File: src/hw/rtl/jse_pkg.sv
`timescale 1ns / 1ps
// ----------------------------------------------------------------------------
// jse_pkg
// Shared types, constants and the escape table for the JavaScript string
// escaper with UTF-8 decoding.
// ----------------------------------------------------------------------------
package jse_pkg;

	localparam int RUN_MAX = 6;
	localparam int CNT_W   = 3;

	typedef logic [7:0] byte_t;

	// Output bytes caused by one input byte, in order from index zero.
	typedef struct packed {
		logic [RUN_MAX-1:0][7:0] bytes;
		logic [CNT_W-1:0]        cnt;
		logic                    last;
	} run_t;

	localparam logic [1:0] LEN_ONE   = 2'd1;
	localparam logic [1:0] LEN_TWO   = 2'd2;
	localparam logic [1:0] LEN_THREE = 2'd3;

	localparam logic [15:0] VAL_LSEP = 16'h2028;
	localparam logic [15:0] VAL_PSEP = 16'h2029;

	// Length of the unit that a byte opens.
	function automatic logic [1:0] unit_len(input byte_t b);
		logic [1:0] len;
		len = LEN_ONE;
		if (b[7:5] == 3'b110) begin
			len = LEN_TWO;
		end else if (b[7:4] == 4'b1110) begin
			len = LEN_THREE;
		end
		return len;
	endfunction

	// Escaped form of one decoded unit; above 0xFF only separators yield bytes.
	// Raw holds the source bytes, passed unchanged for a value up to 0xFF with no entry.
	function automatic run_t emit_unit(input logic [15:0] value,
			input logic [2:0][7:0] raw, input logic [1:0] n);
		run_t r;
		r = '0;
		if (value[15:8] != 8'h00) begin
			if (value == VAL_LSEP || value == VAL_PSEP) begin
				r.bytes[0] = "\\";
				r.bytes[1] = "u";
				r.bytes[2] = "2";
				r.bytes[3] = "0";
				r.bytes[4] = "2";
				r.bytes[5] = value[0] ? "9" : "8";
				r.cnt      = 3'd6;
			end
		end else begin
			unique case (value[7:0]) inside
				8'h00, 8'h22, 8'h27, 8'h26, 8'h3C, 8'h3E, 8'h3D, 8'h0B: begin
					r.bytes[0] = "\\";
					r.bytes[1] = "x";
					r.bytes[2] = {4'h3, value[7:4]};
					r.bytes[3] = (value[3:0] < 4'hA) ? {4'h3, value[3:0]}
						: (8'h57 + {4'h0, value[3:0]});
					r.cnt      = 3'd4;
				end
				8'h5C: begin
					r.bytes[0] = "\\";
					r.bytes[1] = "\\";
					r.cnt      = 3'd2;
				end
				8'h09: begin
					r.bytes[0] = "\\";
					r.bytes[1] = "t";
					r.cnt      = 3'd2;
				end
				8'h0D: begin
					r.bytes[0] = "\\";
					r.bytes[1] = "r";
					r.cnt      = 3'd2;
				end
				8'h0A: begin
					r.bytes[0] = "\\";
					r.bytes[1] = "n";
					r.cnt      = 3'd2;
				end
				8'h08: begin
					r.bytes[0] = "\\";
					r.bytes[1] = "b";
					r.cnt      = 3'd2;
				end
				8'h0C: begin
					r.bytes[0] = "\\";
					r.bytes[1] = "f";
					r.cnt      = 3'd2;
				end
				default: begin
					r.bytes[0] = raw[0];
					r.bytes[1] = raw[1];
					r.bytes[2] = raw[2];
					r.cnt      = {1'b0, n};
				end
			endcase
		end
		return r;
	endfunction

endpackage

File: src/hw/rtl/jse_in_if.sv
`timescale 1ns / 1ps
// ----------------------------------------------------------------------------
// jse_in_if
// Request channel carrying one string byte and its end-of-string mark.
// ----------------------------------------------------------------------------
interface jse_in_if;
	logic        valid;
	logic        ready;
	logic [7:0]  in_byte;
	logic        is_last;

	modport source (output valid, output in_byte, output is_last, input ready);
	modport sink   (input valid, input in_byte, input is_last, output ready);
endinterface

File: src/hw/rtl/jse_out_if.sv
`timescale 1ns / 1ps
// ----------------------------------------------------------------------------
// jse_out_if
// Request channel carrying one escaped output byte and its markers.
// ----------------------------------------------------------------------------
interface jse_out_if;
	logic        valid;
	logic        ready;
	logic [7:0]  out_byte;
	logic        byte_valid;
	logic        run_end;
	logic        string_end;

	modport source (output valid, output out_byte, output byte_valid,
		output run_end, output string_end, input ready);
	modport sink   (input valid, input out_byte, input byte_valid,
		input run_end, input string_end, output ready);
endinterface

File: src/hw/rtl/jse_dec.sv
`timescale 1ns / 1ps
// ----------------------------------------------------------------------------
// jse_dec
// UTF-8 unit tracker: holds a pending lead and tail byte and forms the
// escaped bytes that one input byte causes.
// ----------------------------------------------------------------------------
module jse_dec (
	input  logic             clk,
	input  logic             arst_n,
	input  logic             adv,
	input  jse_pkg::byte_t   in_byte,
	input  logic             is_last,
	output jse_pkg::run_t    run,
	output logic             pending
);

	logic [1:0]      exp_q, exp_d;
	logic [1:0]      held_q, held_d;
	jse_pkg::byte_t  held0_q, held0_d;
	jse_pkg::byte_t  held1_q, held1_d;

	logic            is_tail;
	logic [1:0]      len;
	logic            pre;
	logic            suf;
	logic [15:0]     value;
	logic [2:0][7:0] raw;
	jse_pkg::run_t   unit_r;

	assign is_tail = (in_byte[7:6] == 2'b10);
	assign len     = jse_pkg::unit_len(in_byte);
	assign pending = (exp_q != 2'd0);

	always_comb begin
		exp_d   = exp_q;
		held_d  = held_q;
		held0_d = held0_q;
		held1_d = held1_q;
		pre     = 1'b0;
		suf     = 1'b0;
		value   = '0;
		raw     = '0;
		unit_r  = '0;
		if (!pending || !is_tail) begin
			// A byte that is not a tail drops any pending lead; a held tail passes raw.
			pre    = pending && (held_q == 2'd2);
			exp_d  = 2'd0;
			held_d = 2'd0;
			if (len == jse_pkg::LEN_ONE) begin
				raw[0] = in_byte;
				unit_r = jse_pkg::emit_unit({8'h00, in_byte}, raw, jse_pkg::LEN_ONE);
			end else begin
				exp_d   = len;
				held_d  = 2'd1;
				held0_d = in_byte;
			end
		end else if (held_q == 2'd1 && exp_q == jse_pkg::LEN_THREE) begin
			held1_d = in_byte;
			held_d  = 2'd2;
		end else begin
			if (exp_q == jse_pkg::LEN_TWO) begin
				value = {5'b0, held0_q[4:0], in_byte[5:0]};
			end else begin
				value = {held0_q[3:0], held1_q[5:0], in_byte[5:0]};
			end
			raw[0] = held0_q;
			raw[1] = (held_q == 2'd2) ? held1_q : in_byte;
			raw[2] = in_byte;
			unit_r = jse_pkg::emit_unit(value, raw, held_q + 2'd1);
			exp_d  = 2'd0;
			held_d = 2'd0;
		end
		// At the end of the string a pending unit is abandoned as well.
		if (is_last) begin
			suf    = (held_d == 2'd2);
			exp_d  = 2'd0;
			held_d = 2'd0;
		end
	end

	always_comb begin
		run = unit_r;
		if (suf) begin
			run          = '0;
			run.bytes[0] = in_byte;
			run.cnt      = 3'd1;
		end else if (pre) begin
			run.bytes = {unit_r.bytes[jse_pkg::RUN_MAX-2:0], held1_q};
			run.cnt   = unit_r.cnt + 3'd1;
		end
		run.last = is_last;
	end

	always_ff @(posedge clk or negedge arst_n) begin
		if (!arst_n) begin
			exp_q  <= 2'd0;
			held_q <= 2'd0;
		end else if (adv) begin
			exp_q  <= exp_d;
			held_q <= held_d;
		end
	end

	always_ff @(posedge clk) begin
		if (adv) begin
			held0_q <= held0_d;
			held1_q <= held1_d;
		end
	end

endmodule

File: src/hw/rtl/jse_ser.sv
`timescale 1ns / 1ps
// ----------------------------------------------------------------------------
// jse_ser
// Result register that hands out the bytes of one run, one per request.
// ----------------------------------------------------------------------------
module jse_ser (
	input  logic          clk,
	input  logic          arst_n,
	input  logic          load,
	input  jse_pkg::run_t run,
	output logic          free,
	jse_out_if.source     escaped
);

	logic [jse_pkg::RUN_MAX-1:0][7:0] bytes_s2;
	logic [jse_pkg::CNT_W-1:0]        rem_s2;
	logic                             last_s2;
	logic                             bv_s2;
	logic                             take;

	assign take = (rem_s2 != '0) && escaped.ready;
	assign free = (rem_s2 == '0) || ((rem_s2 == 3'd1) && escaped.ready);

	assign escaped.valid      = (rem_s2 != '0);
	assign escaped.out_byte   = bytes_s2[0];
	assign escaped.byte_valid = bv_s2;
	assign escaped.run_end    = (rem_s2 == 3'd1);
	assign escaped.string_end = (rem_s2 == 3'd1) && last_s2;

	always_ff @(posedge clk or negedge arst_n) begin
		if (!arst_n) begin
			rem_s2 <= '0;
		end else if (load) begin
			// An input that yields nothing still gives one empty marker at string end.
			if (run.cnt != '0) begin
				rem_s2 <= run.cnt;
			end else begin
				rem_s2 <= {2'b00, run.last};
			end
		end else if (take) begin
			rem_s2 <= rem_s2 - 3'd1;
		end
	end

	always_ff @(posedge clk) begin
		if (load) begin
			bytes_s2 <= run.bytes;
			last_s2  <= run.last;
			bv_s2    <= (run.cnt != '0);
		end else if (take) begin
			bytes_s2 <= {8'h00, bytes_s2[jse_pkg::RUN_MAX-1:1]};
		end
	end

endmodule

File: src/hw/rtl/utf8_javascript_string_escaper_top.sv
`timescale 1ns / 1ps
// ----------------------------------------------------------------------------
// utf8_javascript_string_escaper_top
// Streaming JavaScript string escaper with UTF-8 decoding.
// ----------------------------------------------------------------------------
// Usage:
// The text channel takes one string byte per request, with is_last set on
// the final byte. The escaped channel returns the escaped bytes; run_end marks
// the last byte caused by one input byte and string_end the last byte of the
// string. A string whose final byte yields nothing ends with one marker that
// has byte_valid low and out_byte zero.
// A byte's first result passes the input register, then the result register.
// Throughput: one input byte per cycle while each yields at most one result
// and the receiver is ready. A byte that yields more results holds the result
// register until all are taken, which sets the rate; the input register fills
// and ready drops meanwhile.
// Reset clears the pending UTF-8 unit and both registers; no clearing pass.
// When the receiver stalls, the current result holds and the input stalls
// once the input register is full.
// ----------------------------------------------------------------------------
module utf8_javascript_string_escaper_top (
	input  logic      clk,
	input  logic      arst_n,
	jse_in_if.sink    text,
	jse_out_if.source escaped
);

	jse_pkg::byte_t in_byte_s1;
	logic           is_last_s1;
	logic           valid_s1;
	logic           free;
	logic           adv;
	logic           pending;
	jse_pkg::run_t  run;

	assign adv        = valid_s1 && free;
	assign text.ready = !valid_s1 || free;

	always_ff @(posedge clk or negedge arst_n) begin
		if (!arst_n) begin
			valid_s1 <= 1'b0;
		end else if (text.ready) begin
			valid_s1 <= text.valid;
		end
	end

	always_ff @(posedge clk) begin
		if (text.valid && text.ready) begin
			in_byte_s1 <= text.in_byte;
			is_last_s1 <= text.is_last;
		end
	end

	jse_dec u_dec (
		.clk     (clk),
		.arst_n  (arst_n),
		.adv     (adv),
		.in_byte (in_byte_s1),
		.is_last (is_last_s1),
		.run     (run),
		.pending (pending)
	);

	jse_ser u_ser (
		.clk     (clk),
		.arst_n  (arst_n),
		.load    (adv),
		.run     (run),
		.free    (free),
		.escaped (escaped)
	);

	a_marker_ends: assert property (@(posedge clk) disable iff (!arst_n)
		escaped.valid && !escaped.byte_valid |-> escaped.run_end && escaped.string_end)
		else $error("empty marker without end flags");

	a_string_end_run: assert property (@(posedge clk) disable iff (!arst_n)
		escaped.valid && escaped.string_end |-> escaped.run_end)
		else $error("string end inside a run");

	a_no_pending_after_end: assert property (@(posedge clk) disable iff (!arst_n)
		adv && is_last_s1 |=> !pending)
		else $error("unit still pending after string end");

	a_idle_out_ready: assert property (@(posedge clk) disable iff (!arst_n)
		!escaped.valid |-> text.ready)
		else $error("input blocked while result register empty");

endmodule

File: src/flat_wrapper.sv
// flat-port wrapper written by rule: the top's interface ports become plain ports
module utf8_javascript_string_escaper_top_flat 
  (clk, arst_n, text_valid, text_in_byte, text_is_last, text_ready, escaped_valid, escaped_out_byte, escaped_byte_valid, escaped_run_end, escaped_string_end, escaped_ready);
  jse_in_if text_i ();
  jse_out_if escaped_i ();
  input  logic clk;
  input  logic arst_n;
  input wire logic [$bits(text_i.valid)-1:0] text_valid;
  input wire logic [$bits(text_i.in_byte)-1:0] text_in_byte;
  input wire logic [$bits(text_i.is_last)-1:0] text_is_last;
  output wire logic [$bits(text_i.ready)-1:0] text_ready;
  output wire logic [$bits(escaped_i.valid)-1:0] escaped_valid;
  output wire logic [$bits(escaped_i.out_byte)-1:0] escaped_out_byte;
  output wire logic [$bits(escaped_i.byte_valid)-1:0] escaped_byte_valid;
  output wire logic [$bits(escaped_i.run_end)-1:0] escaped_run_end;
  output wire logic [$bits(escaped_i.string_end)-1:0] escaped_string_end;
  input wire logic [$bits(escaped_i.ready)-1:0] escaped_ready;
  assign text_i.valid = text_valid;
  assign text_i.in_byte = text_in_byte;
  assign text_i.is_last = text_is_last;
  assign text_ready = text_i.ready;
  assign escaped_valid = escaped_i.valid;
  assign escaped_out_byte = escaped_i.out_byte;
  assign escaped_byte_valid = escaped_i.byte_valid;
  assign escaped_run_end = escaped_i.run_end;
  assign escaped_string_end = escaped_i.string_end;
  assign escaped_i.ready = escaped_ready;
  utf8_javascript_string_escaper_top u_core (.clk(clk), .arst_n(arst_n), .text(text_i), .escaped(escaped_i));
endmodule
File: config.mk
export PLATFORM = sky130hd
export DESIGN_NAME = utf8_javascript_string_escaper_top_flat
export DESIGN_NICKNAME = d
export VERILOG_FILES = /design/src/hw/rtl/jse_pkg.sv /design/src/hw/rtl/jse_in_if.sv /design/src/hw/rtl/jse_out_if.sv /design/src/hw/rtl/jse_dec.sv /design/src/hw/rtl/jse_ser.sv /design/src/hw/rtl/utf8_javascript_string_escaper_top.sv /design/src/flat_wrapper.sv
export SDC_FILE = /design/constraint.sdc
export NUM_CORES = 1
export LEC_CHECK = 0
export BUFFER_PORTS_ARGS = -buffer_cell sky130_fd_sc_hd__buf_4
export CAP_MARGIN = 30
export CORE_MARGIN = 4
export CORE_UTILIZATION = 55
export DETAILED_ROUTE_END_ITERATION = 12
export GPL_ROUTABILITY_DRIVEN = 0
export HOLD_SLACK_MARGIN = 0.12
export PLACE_DENSITY_LB_ADDON = 0.12
export SLEW_MARGIN = 20
export SYNTH_ARGS = -nofsm -noshare
export SYNTH_HDL_FRONTEND = slang
export SYNTH_HIERARCHICAL = 1
export SYNTH_SLANG_ARGS = --single-unit
File: constraint.sdc
create_clock -name clk -period 10.8 [get_ports clk]
set_clock_uncertainty 0.2 [all_clocks]
set_input_delay 0.54 -clock clk [delete_from_list [all_inputs] [get_ports clk]]
set_output_delay 0.54 -clock clk [all_outputs]
set_load 0.01 [all_outputs]
# [Word-level counts from Yosys, hierarchy flattened]
# Index checks and enable logic that the tools add are counted.
# W data, S select, Z words.
[word_totals] register_bits=83 in_bits=13 out_inout_bits=13 wordCells=130
[op_classes] addsub=5 order_cmp=2 eq_ne=39 mux=38 bitwise=2 reduce_logical=28
[ops] cell="$pmux W19 S7" n=1
[ops] cell="$pmux W18 S7" n=1
[ops] cell="$mux W52" n=2
[ops] cell="$mux W51" n=2
[ops] cell="$eq A8 B4 Y1 const B" n=12
[ops] cell="$eq A8 B6 Y1 const B" n=12
[ops] cell="$mux W48" n=2
[ops] cell="$mux W16" n=4
[ops] cell="$mux W49" n=1
[ops] cell="$mux W8" n=5
[ops] cell="$mux W36" n=1
[ops] cell="$mux W35" n=1
[ops] cell="$eq A16 B14 Y1 const B" n=2
[ops] cell="$mux W2" n=9
[ops] cell="$add A7 B4 Y8 const A" n=2
[ops] cell="$eq A8 B7 Y1 const B" n=2
[ops] cell="$logic_not A8 Y1" n=2
[ops] cell="$pmux W8 S2" n=1
[ops] cell="$reduce_or A8 Y1" n=2
[ops] cell="$eq A2 B2 Y1 const B" n=5
[ops] cell="$mux W3" n=3
[ops] cell="$lt A4 B4 Y1 const B" n=2
[ops] cell="$reduce_bool A8 Y1" n=1
[ops] cell="$logic_and A1 B1 Y1" n=7
[ops] cell="other kinds (19)" n=32

# [Depth between registers and ports, before layout]
# Gate-level depths: netlist of run 1.
[depth] ltp_word=16 mapped_depth=16 depth_no_buf=14

# [By module]
# The synthesis of run 1 kept the hierarchy.
[modules_own_cells] module="jse_ser" instances=1 cells_per_inst=143 area_each_um2=2383.5 seq_area_each_um2=1576.5
[modules_own_cells] module="jse_dec" instances=1 cells_per_inst=291 area_each_um2=2205.9 seq_area_each_um2=580.6
[modules_own_cells] module="utf8_javascript_string_escaper_top" instances=1 cells_per_inst=14 area_each_um2=330.3 seq_area_each_um2=295.3

# [Least setup slack after synthesis of run 1]
# Ideal clock, no wire load.
[synth_timing] path_type="reg2reg" start="register u_core.u_dec.held0_q[0]" end="register u_core.u_ser.bv_s2, in the netlist u_core/u_ser/escaped.byte_valid (data pin)" setup_ns=0.265 arrival_ns=3.099 t_required_ns=10.335 slack_ns=7.235 path_stages_with_launch=12 n_path_buf=1 period_less_slack_ns=3.565 cell_sequence="edfxtp_1 or4_1 or4_4 or4_1 buf_2 o21ai_1 nand2_1 nand2_1 ha_1 nand2_1 o211ai_1 or3_1"
[synth_lines] item="from (decl)" line="jse_dec.sv:19" source="jse_pkg::byte_t held0_q, held0_d;"
[synth_lines] item="from (signal assigned)" line="jse_dec.sv:106" source="held0_q <= held0_d;"
[synth_lines] item="to (signal assigned)" line="jse_ser.sv:49" source="bv_s2 <= (run.cnt != '0);"
[synth_lines] item="to (decl)" line="jse_ser.sv:18" source="logic bv_s2;"

==> flow_metrics.tcl, run 1 <==
set metrics [dict create \
    run_status "complete, no violations" \
    period_needed_ns 4.15 \
    grt_use_total_pct 23.1 \
    dieHeight_um 103 \
    p_clk_share_pct 15.6 \
    synth_cell_types 68 \
    ys_seq_area_share_pct 49.8 \
    path_class "reg2reg" \
    synth_seq_cells 83 \
    grt_pass1_wl_um 18300 \
    nets 476 \
    tns_ns 0 \
    ys_warn_count 6 \
    clock_latency_ns 0.35 \
    power_frac_comb_pct 37.7 \
    cts_resized 0 \
    io_pins 26 \
    routed_via_density 6.54 \
    grt_pass1_vias 3371 \
    power.share.sequential_pct 46.6 \
    crit_path_start_kind "flop" \
    instances_no_fill 566 \
    path_max_fanout 11 \
    ant_nets 0 \
    p_switching_uw 447 \
    dieArea_sq_mm 0.0105 \
    antenna_found_initial 0 \
    slew_viol_final 0 \
    setup_viol 0 \
    drtIter0Drc 523 \
    cts.clk_slew.worst_paths_ns 0.09 \
    critPathRequiredTime_ns 10.69 \
    arrival_ns 4.04 \
    rows 34 \
    port_buffers 25 \
    final_cell_mix "edfxtp_1 (75), nand2_1 (48), mux2_2 (42)" \
    dpl.hpwl_um 8120 \
    multi_input_area_sq_mm 0.00217 \
    post_cts_buffers 0 \
    end_kind "flop" \
    fmax_mhz 241 \
    syn_area_per_cell_sq_um 11.0 \
    start_util_pct 56.4 \
    wl_per_cell_um 20.7 \
    maxCapViolations 0 \
    synth_flop_cell "edfxtp_1" \
    worst_hold_path_type "in2reg" \
    grt_overflow_total 0 \
    clkSinkCount 83 \
    slew_headroom_pct 43.7 \
    hold_slack_ns 0.159 \
    async_reset_ff_share_pct 9.64 \
    routed_wl_um 11700 \
    core_area_sq_mm 0.00872 \
    grt_max_degree 63 \
    htree_levels 3 \
    clockRootBuffer "clkbuf_8" \
    cts_tree "done" \
    seq_area_sq_mm 0.00245 \
    area_growth_pct 6.21 \
    final_common_cell "edfxtp_1" \
    fill_cells 698 \
    fin_crit_sh_pct 38.4 \
    synth_edf_count 75 \
    antenna_cells 0 \
    irDropWorstVdd_v 0.000224 \
    worst_pin_slew_ns 0.838 \
    rsz0062_at_grt "no" \
    drc 0 \
    syn_area_sq_mm 0.00492 \
    dp_cells 549 \
    hold_buffers 1 \
    dr.pass1.iters 7 \
    power_density_mw_per_mm2 245 \
    cts.path.max_buffers 2 \
    p_leak_uw 0.00197 \
    p_int_uw 835 \
    vias 3703 \
    report.final.hold_viol_count 0 \
    numCtsBuffers 9 \
    die_x_um 103 \
    drive_gt1_share_pct 22.7 \
    syn-instance-count 448 \
    swShare_pct 34.8 \
]
==> flip-flops by register name, indices dropped and copies added, names as in the netlist <==
register                         count
u_core/u_ser/escaped.out_byte        8
u_core/in_byte_s1                    8
u_core/u_ser/last_s2                 1
u_core/u_ser/bytes_s2               40
u_core/valid_s1                      1
u_core/u_ser/rem_s2                  3
u_core/is_last_s1                    1
u_core/u_dec/held1_q                 8
u_core/u_dec/held0_q                 8
u_core/u_dec/exp_q                   2
u_core/u_ser/escaped.byte_valid      1
u_core/u_dec/held_q                  2
==> path summary, 6_finish.rpt <==
kind	startpoint	endpoint	slack, ns	depth (start not counted)
setup / recovery	u_core/in_byte_s1[1]	u_core/u_ser/escaped.byte_valid	6.65	12
hold / removal	text_is_last	u_core/is_last_s1	0.16	1
setup reg to reg	u_core/in_byte_s1[1]	u_core/u_ser/escaped.byte_valid	6.65	12
hold reg to reg	u_core/u_ser/bytes_s2[10]	u_core/u_ser/escaped.out_byte[2]	0.34	1
max in group asynchronous	arst_n	u_core/u_ser/rem_s2[2]	9.91	2
min in group asynchronous	arst_n	u_core/valid_s1	0.34	2
==> worst max-delay path, stage by stage (launching register included) <==
cell	delay, ns
edfxtp_1	0.57
inv_1	0.17
ha_1	0.32
mux2i_1	0.22
o32ai_1	0.14
o21ai_0	0.63
and3_1	0.46
nand2_1	0.14
o21ai_0	0.22
ha_1	0.26
nand2_1	0.06
o211ai_1	0.13
or3_1	0.36
==> synthesized netlist by cell type, drive strengths merged, types with 5 or more instances <==
cell	instances	area, sq um
a21oi	13	76.3
a31oi	8	50.1
and2	13	83.8
and3	5	31.3
buf	20	144
clkbuf	20	115
dfrtp	8	200
edfxtp	75	2250
ha	10	125
inv	13	48.8
mux2	42	473
mux2i	7	70.1
nand2	49	184
nand2b	8	65.1
nand3	10	50.1
nand4	6	37.5
nor2	29	109
nor2b	5	31.3
nor3	8	40.0
o21ai	32	171
or3	5	32.5
==> metal layers <==
layer	track usage (%)	part of all wire (%)	vias up
li1	-	-	1667
met1	33.3	41	1701
met2	33.6	44	275
met3	4.60	10	60
met4	10.6	4.9	0
met5	0	0	-
==> layout make-up <==
cell class	instances	area share, %
inverter	14	1.10
clock buffer	9	2.37
clock inverter	7	0.958
sequential	83	46.9
timing repair buffer	29	4.45
tap	108	2.59
multi-input combinational	316	41.6
==> power groups by stage <==
| stage | registers (uW) | clock network, uW | logic [uW] |
|---|---|---|---|
| 3_3_place_gp | 604 | 0 | 462 |
| 6_report | 598 | 200 | 484 |
| 5_1_grt | 612 | 223 | 525 |
| 3_5_place_dp | 604 | 0 | 479 |
| 4_1_cts | 597 | 206 | 482 |
| 2_1_floorplan | 573 | 0 | 403 |
==> cells by family after synthesis <==
kind of cell	synth area share (%)
buffers and inverters	6.43
AND/OR/NAND/NOR	15.1
multiplexers	11.0
AO/OA/AOI/OAI	14.6
adder cells (fa/ha/maj)	2.54
flip-flops	49.8
XOR/XNOR	0.356
other	0.0762
==> metrics by stage <==
step / total power [uW] / worst slack [ns] / util (%) / instance area [sq um]
3_5_place_dp: 1080 / 6.84 / 57.8 / 5040
6_report: 1280 / 6.65 / 59.9 / 5230
5_1_grt: 1360 / 6.43 / 59.9 / 5230
4_1_cts: 1290 / 6.82 / 59.9 / 5230
3_3_place_gp: 1070 / 6.89 / 57.6 / 5020
2_1_floorplan: 976 / 7.24 / - / 4940
No activity file was read; power rests on OpenSTA's default activity.
==> run 2, diff against run 1 <==
==> constraint.sdc (replaced) <==
create_clock -name clk -period 4.35 [get_ports clk]
set_clock_uncertainty 0.2 [all_clocks]
set_input_delay 0.2175 -clock clk [delete_from_list [all_inputs] [get_ports clk]]
set_output_delay 0.2175 -clock clk [all_outputs]
set_load 0.01 [all_outputs]
==> run 2 against run 1 <==
  * First-iteration DRC count down 11%
  * Worst hold slack better by 0.18 ns
  * Cell area up 4.1%
  * Highest routed layer unchanged
  * Largest cell class unchanged
  * Total power rose to 2.5 times the previous value
  * Sequential share of layout area down 1.9 points
==> flow_metrics.tcl, run 2 (synthesis gave the netlist of run 1 again) <==
set metrics [dict create \
    swShare_pct 34.0 \
    grt_pass1_wl_um 18500 \
    hold_slack_ns 0.343 \
    antenna_found_initial 0 \
    path_depth 12 \
    fill_cells 711 \
    path_class "reg2reg" \
    vias 3803 \
    critPathTopFamily "compound AO/OA/AOI/OAI gates" \
    p_leak_uw 0.00207 \
    p_total_uw 3260 \
    crit_slowest_cell "o21ai_0" \
    drc 0 \
    report.final.hold_viol_count 0 \
    cts_tree "done" \
    fmax_mhz 250 \
    rsz0062_at_grt "no" \
    cts.clk_slew.worst_paths_ns 0.09 \
    run_status "complete, no violations" \
    tns_ns 0 \
    path_max_fanout 11 \
    dr.pass1.iters 6 \
    grt_max_degree 62 \
    hold_depth 1 \
    clockRootBuffer "clkbuf_8" \
    ant_nets 0 \
    io_pins 26 \
    setup_viol 0 \
    port_buffers 25 \
    area_growth_pct 10.6 \
    clkSinkCount 83 \
    start_util_pct 56.4 \
    slew_viol_final 0 \
    worst_hold_path_type "reg2reg" \
    grt_use_total_pct 23.3 \
    grt_pass1_vias 3589 \
    clock_latency_ns 0.36 \
    end_kind "flop" \
    cts.path.max_buffers 2 \
    irDropWorstVdd_v 0.000650 \
    cpPeakStageDelay_ns 0.65 \
    power_density_mw_per_mm2 600 \
    r2r_cells 12 \
    routed_via_density 6.48 \
    htree_levels 3 \
    crit_buf_inv 1 \
    dpl.hpwl_um 8080 \
    numCtsBuffers 9 \
    final_common_cell "edfxtp_1" \
    cp_cell_sequence "inv_1 -> ha_1 -> mux2i_1 -> o32ai_1 -> o21ai_0 -> and3_1 -> nand2_1 -> o21ai_0 -> ha_1 -> nand2_1 -> o211ai_1 -> or3_1" \
    p_clk_share_pct 17.2 \
    power_frac_comb_pct 38.2 \
    die_x_um 103 \
    final_cell_mix "edfxtp_1 (75), nand2_1 (48), mux2_2 (42)" \
    drtIter0Drc 464 \
    routed_wl_um 11800 \
    maxCapViolations 0 \
    drive_gt1_share_pct 23.6 \
    power.share.sequential_pct 44.6 \
    multi_input_area_sq_mm 0.00217 \
    p_switching_uw 1110 \
    top_register "u_core/u_ser/bytes_s2" \
    wl_per_cell_um 20.1 \
    seq_area_sq_mm 0.00245 \
    dieArea_sq_mm 0.0105 \
    antenna_cells 0 \
    arrival_ns 3.90 \
    dieHeight_um 103 \
    post_cts_buffers 0 \
    largest_register_ffs 40 \
    period_needed_ns 4.00 \
    fin_crit_sh_pct 91.9 \
    slew_headroom_pct 41.0 \
    crit_path_start_kind "flop" \
    core_area_sq_mm 0.00872 \
    nets 497 \
    critPathRequiredTime_ns 4.26 \
    p_int_uw 2150 \
    rows 34 \
    worst_pin_slew_ns 0.881 \
    grt_overflow_total 0 \
]
## run 2: through the flow
| stage | util [%] | cells | instance area [sq um] | worst slack [ns] |
|---|---|---|---|---|
| 2_1_floorplan | - | 453 | 4940 | 0.785 |
| 3_3_place_gp | 58.3 | 556 | 5080 | 0.713 |
| 3_5_place_dp | 58.5 | 557 | 5100 | 0.558 |
| 4_1_cts | 62.4 | 587 | 5440 | 0.544 |
| 5_1_grt | 62.4 | 587 | 5440 | 0.239 |
| 6_report | 62.4 | 587 | 5440 | 0.352 |
## run 2: timing repair
action / CTS / global route
hold endpoints to repair: 30 / 0
hold buffers: 14 / 0
endpoints found under the setup margin: 0 / 0
resized for setup: 0 / 0
## run 2: area by class of cell
type | instances | share of cell area (%)
inverters | 14 | 1.06
well taps | 108 | 2.48
clock inverters | 7 | 1.38
flip-flops and latches | 83 | 45.1
clock buffers | 9 | 2.28
multi-input cells | 316 | 39.9
repair buffers | 50 | 7.77
## run 2: power by group through the flow
| stage | registers, uW | clock network, uW | logic (uW) |
|---|---|---|---|
| 2_1_floorplan | 1420 | 0 | 1000 |
| 3_3_place_gp | 1470 | 0 | 1180 |
| 3_5_place_dp | 1470 | 0 | 1220 |
| 4_1_cts | 1460 | 572 | 1240 |
| 5_1_grt | 1490 | 609 | 1360 |
| 6_report | 1450 | 560 | 1250 |
## run 2: path summary, 6_finish.rpt
kind,endpoint,slack (ns),startpoint
max,u_core/u_ser/escaped.byte_valid,0.35,u_core/in_byte_s1[1]
min,u_core/u_ser/bytes_s2[37],0.34,u_core/u_ser/bytes_s2[45]
max reg2reg,u_core/u_ser/escaped.byte_valid,0.35,u_core/in_byte_s1[1]
min reg2reg,u_core/u_ser/bytes_s2[37],0.34,u_core/u_ser/bytes_s2[45]
max in group asynchronous,u_core/u_dec/exp_q[1],2.98,arst_n
min in group asynchronous,u_core/valid_s1,0.66,arst_n
## run 2: metal layers
metal  global-route usage [%]  up-vias  routed length [um]
li1                         -     1706                   -
met1                     31.1     1768                4790
met2                     34.8      267                5230
met3                     6.16       62                1240
met4                     12.4        0                 535
met5                        0        -                   0
==> run 3, diff against run 2 <==
--- a/config.mk
+++ b/config.mk
@@ -5,16 +5,15 @@
 export SDC_FILE = /design/constraint.sdc
 export NUM_CORES = 1
 export LEC_CHECK = 0
+export ABC_AREA = 1
 export BUFFER_PORTS_ARGS = -buffer_cell sky130_fd_sc_hd__buf_4
 export CAP_MARGIN = 30
 export CORE_MARGIN = 4
 export CORE_UTILIZATION = 55
 export DETAILED_ROUTE_END_ITERATION = 12
-export GPL_ROUTABILITY_DRIVEN = 0
 export HOLD_SLACK_MARGIN = 0.12
 export PLACE_DENSITY_LB_ADDON = 0.12
 export SLEW_MARGIN = 20
 export SYNTH_ARGS = -nofsm -noshare
 export SYNTH_HDL_FRONTEND = slang
-export SYNTH_HIERARCHICAL = 1
 export SYNTH_SLANG_ARGS = --single-unit
==> run 3 against run 2 <==
  * Cell area shrank 1.2%
  * Die area shrank 1.8%
  * Clock power shrank 1%
  * Critical path depth grew 8
  * Synthesized cell count grew 26%
  * Routed wire length grew 19%
  * Core utilization grew 1.7 points
  * Total power grew 2.0%
  * Non-clock buffer count shrank 7
  * Maximum frequency grew 15%
  * Flip-flop and latch count shrank 5
  * Via count grew 11%
  * Largest cell class unchanged
  * Largest power group is now combinational cells
  * Highest routed layer unchanged
==> flow_metrics.tcl, run 3 <==
set metrics [dict create \
    crit_path_start_kind "flop" \
    synth_mux_area_share_pct 0 \
    core_area_sq_mm 0.00838 \
    synth_top_family_by_area "simple AND/OR/NAND/NOR gates" \
    async_reset_ff_share_pct 10.3 \
    hold_slack_ns 0.330 \
    rsz0062_at_grt "no" \
    cts_tree "done" \
    wl_met1_um 5600 \
    clkSinkCount 78 \
    syn_area_sq_mm 0.00482 \
    fill_cells 705 \
    irDropWorstVdd_v 0.000274 \
    vias 4229 \
    synth_top_area_share_pct 43.6 \
    end_kind "flop" \
    area_growth_pct 11.5 \
    syn_area_per_cell_sq_um 8.53 \
    cts_resized 0 \
    numCtsBuffers 9 \
    wl_met2_um 6580 \
    hold_depth 2 \
    synth_adder_area_share_pct 2.59 \
    critPathRequiredTime_ns 4.40 \
    synth_top_area_cell "edfxtp_1" \
    wl_per_cell_um 19.9 \
    yosys-top-cells-area "edfxtp_1 (44%), nand2_1 (11%), nand3_1 (4.7%)" \
    routed_wl_um 14100 \
    clockRootBuffer "clkbuf_8" \
    worst_hold_path_type "reg2reg" \
    run_status "complete, no violations" \
    path_max_fanout 8 \
    synth_common_cells "nand2_1 (147), edfxtp_1 (70), inv_1 (55)" \
    fin_crit_sh_pct 79.6 \
    antenna_found_initial 0 \
    drc 0 \
    dieArea_sq_mm 0.0103 \
    start_util_pct 57.5 \
    synth_cell_types 45 \
    grt_overflow_total 0 \
    cts.clk_slew.worst_paths_ns 0.09 \
    routed_via_density 5.97 \
    maxCapViolations 0 \
    ys_warn_count 0 \
    wl_met3_um 1290 \
    top_register "u_core.u_ser.bytes_s2" \
    final_cell_mix "nand2_1 (147), edfxtp_1 (70), inv_1 (55)" \
    synth-simple-area-share_pct 30.3 \
    tns_ns 0 \
    synth_xor_area_share_pct 0.363 \
    drive_gt1_share_pct 19.6 \
    grt_pass1_wl_um 22300 \
    setup_viol 0 \
    grt_use_total_pct 29.2 \
    port_buffers 25 \
    nets 621 \
    slew_viol_final 0 \
    post_dp_cell_area_sq_mm 0.00505 \
    synth_edf_count 70 \
    drtIter0Drc 516 \
    p_leak_uw 0.00235 \
    synth_seq_cells 78 \
    period_needed_ns 3.46 \
    dr.pass1.iters 6 \
    die_x_um 102 \
    htree_levels 3 \
    cts.path.max_buffers 2 \
    dieHeight_um 102 \
    gp_congestion 0.990 \
    post_cts_buffers 0 \
    power_density_mw_per_mm2 619 \
    report.final.hold_viol_count 0 \
    dpl.hpwl_um 10600 \
    largest_register_ffs 35 \
    clock_latency_ns 0.36 \
    post-route-cell-area_sq_mm 0.00538 \
    io_pins 26 \
    synth_flop_cell "edfxtp_1" \
    antenna_cells 0 \
    arrival_ns 3.51 \
    r2r_cells 20 \
    worst_pin_slew_ns 0.814 \
    synth.most_common_cell "nand2_1" \
    ys_seq_area_share_pct 47.7 \
    final_common_cell "nand2_1" \
    rows 33 \
    hold_buffers 13 \
    fmax_mhz 289 \
    path_class "reg2reg" \
    dr.max_layer_used "met4" \
    ant_nets 0 \
    grt_max_degree 46 \
    syn-instance-count 565 \
    synth_compound_area_share_pct 10.4 \
    grt_pass1_vias 4150 \
    final_util_pct 64.1 \
    slew_headroom_pct 45.6 \
]
-- run 3: cell count changes in the layout (fill, tap and decap cells not counted), moves of 12 or more --
cell | before | now
o21ai_1 | 3 | 21
inv_1 | 13 | 55
nand3_1 | 10 | 45
inv_2 | 0 | 17
mux2_2 | 42 | 0
nand2_1 | 48 | 147
nand2_2 | 1 | 13
-- run 3: worst paths after layout --
path                                           startpoint                        end  slack [ns]
worst max-delay path                 u_core.in_byte_s1[1]     u_core.u_ser.rem_s2[0]        0.89
worst min-delay path            u_core.u_ser.bytes_s2[41]  u_core.u_ser.bytes_s2[33]        0.33
worst max register to register       u_core.in_byte_s1[1]     u_core.u_ser.rem_s2[0]        0.89
worst min register to register  u_core.u_ser.bytes_s2[41]  u_core.u_ser.bytes_s2[33]        0.33
max in group asynchronous                          arst_n      u_core.u_dec.exp_q[1]        3.01
min in group asynchronous                          arst_n     u_core.u_ser.rem_s2[1]        0.65
-- run 3: cells by family (layout without fill, tap and decap cells) --
family | count (synthesis) | count (layout)
and+or+nand+nor | 290 | 290
buffers and inverters | 96 | 133
AOI/OAI and AO/OA | 88 | 88
DFF | 78 | 78
adders and majority gates | 10 | 10
xor gates and xnor gates | 2 | 2
other | 1 | 2
-- run 3: report_power, final --
part	leakage [uW]	switching (uW)	total [uW]	internal, uW
sequential	0.000784	153	1370	1210
clock	0.0000972	287	553	266
combinational	0.00147	947	1410	462
total	0.00235	1390	3330	1940
-- run 3: layout make-up --
class	count	area, sq um	share of cell area, %
Inverter	74	280	5.21
Clock buffer	9	124	2.30
Clock inverter	7	72.6	1.35
Sequential cell	78	2300	42.8
Timing Repair Buffer	43	355	6.61
Multi-Input combinational cell	392	2110	39.2
Tap cell	105	131	2.44
-- run 3: per-stage QoR --
stage	setup WS, ns	total power (uW)	cells
2_1_floorplan	1.71	2360	566
3_3_place_gp	0.925	2720	679
3_5_place_dp	0.975	2760	679
4_1_cts	0.953	3320	708
5_1_grt	0.679	3560	708
6_report	0.887	3330	708
-- run 3: metal layers --
layer / vias up / track usage (%)
met1: 1985 / 37.2
met4: 0 / 14.4
met3: 49 / 5.99
met2: 251 / 47.2
met5: - / 0
li1: 1944 / -
-- run 3: critical path, stage by stage, from the launching register on --
cell,delay (ns)
edfxtp_1,0.59
inv_1,0.24
ha_1,0.30
inv_1,0.16
nor2_1,0.07
nand2_1,0.21
nand3b_4,0.22
nand2_4,0.09
nor2_8,0.17
nand3_1,0.10
nand2_1,0.11
nand2_1,0.07
ha_1,0.23
nand4_1,0.12
nand2_1,0.08
inv_1,0.07
nand2_1,0.07
nand3_1,0.08
nand2_1,0.07
nand2_1,0.07
nand2_1,0.05
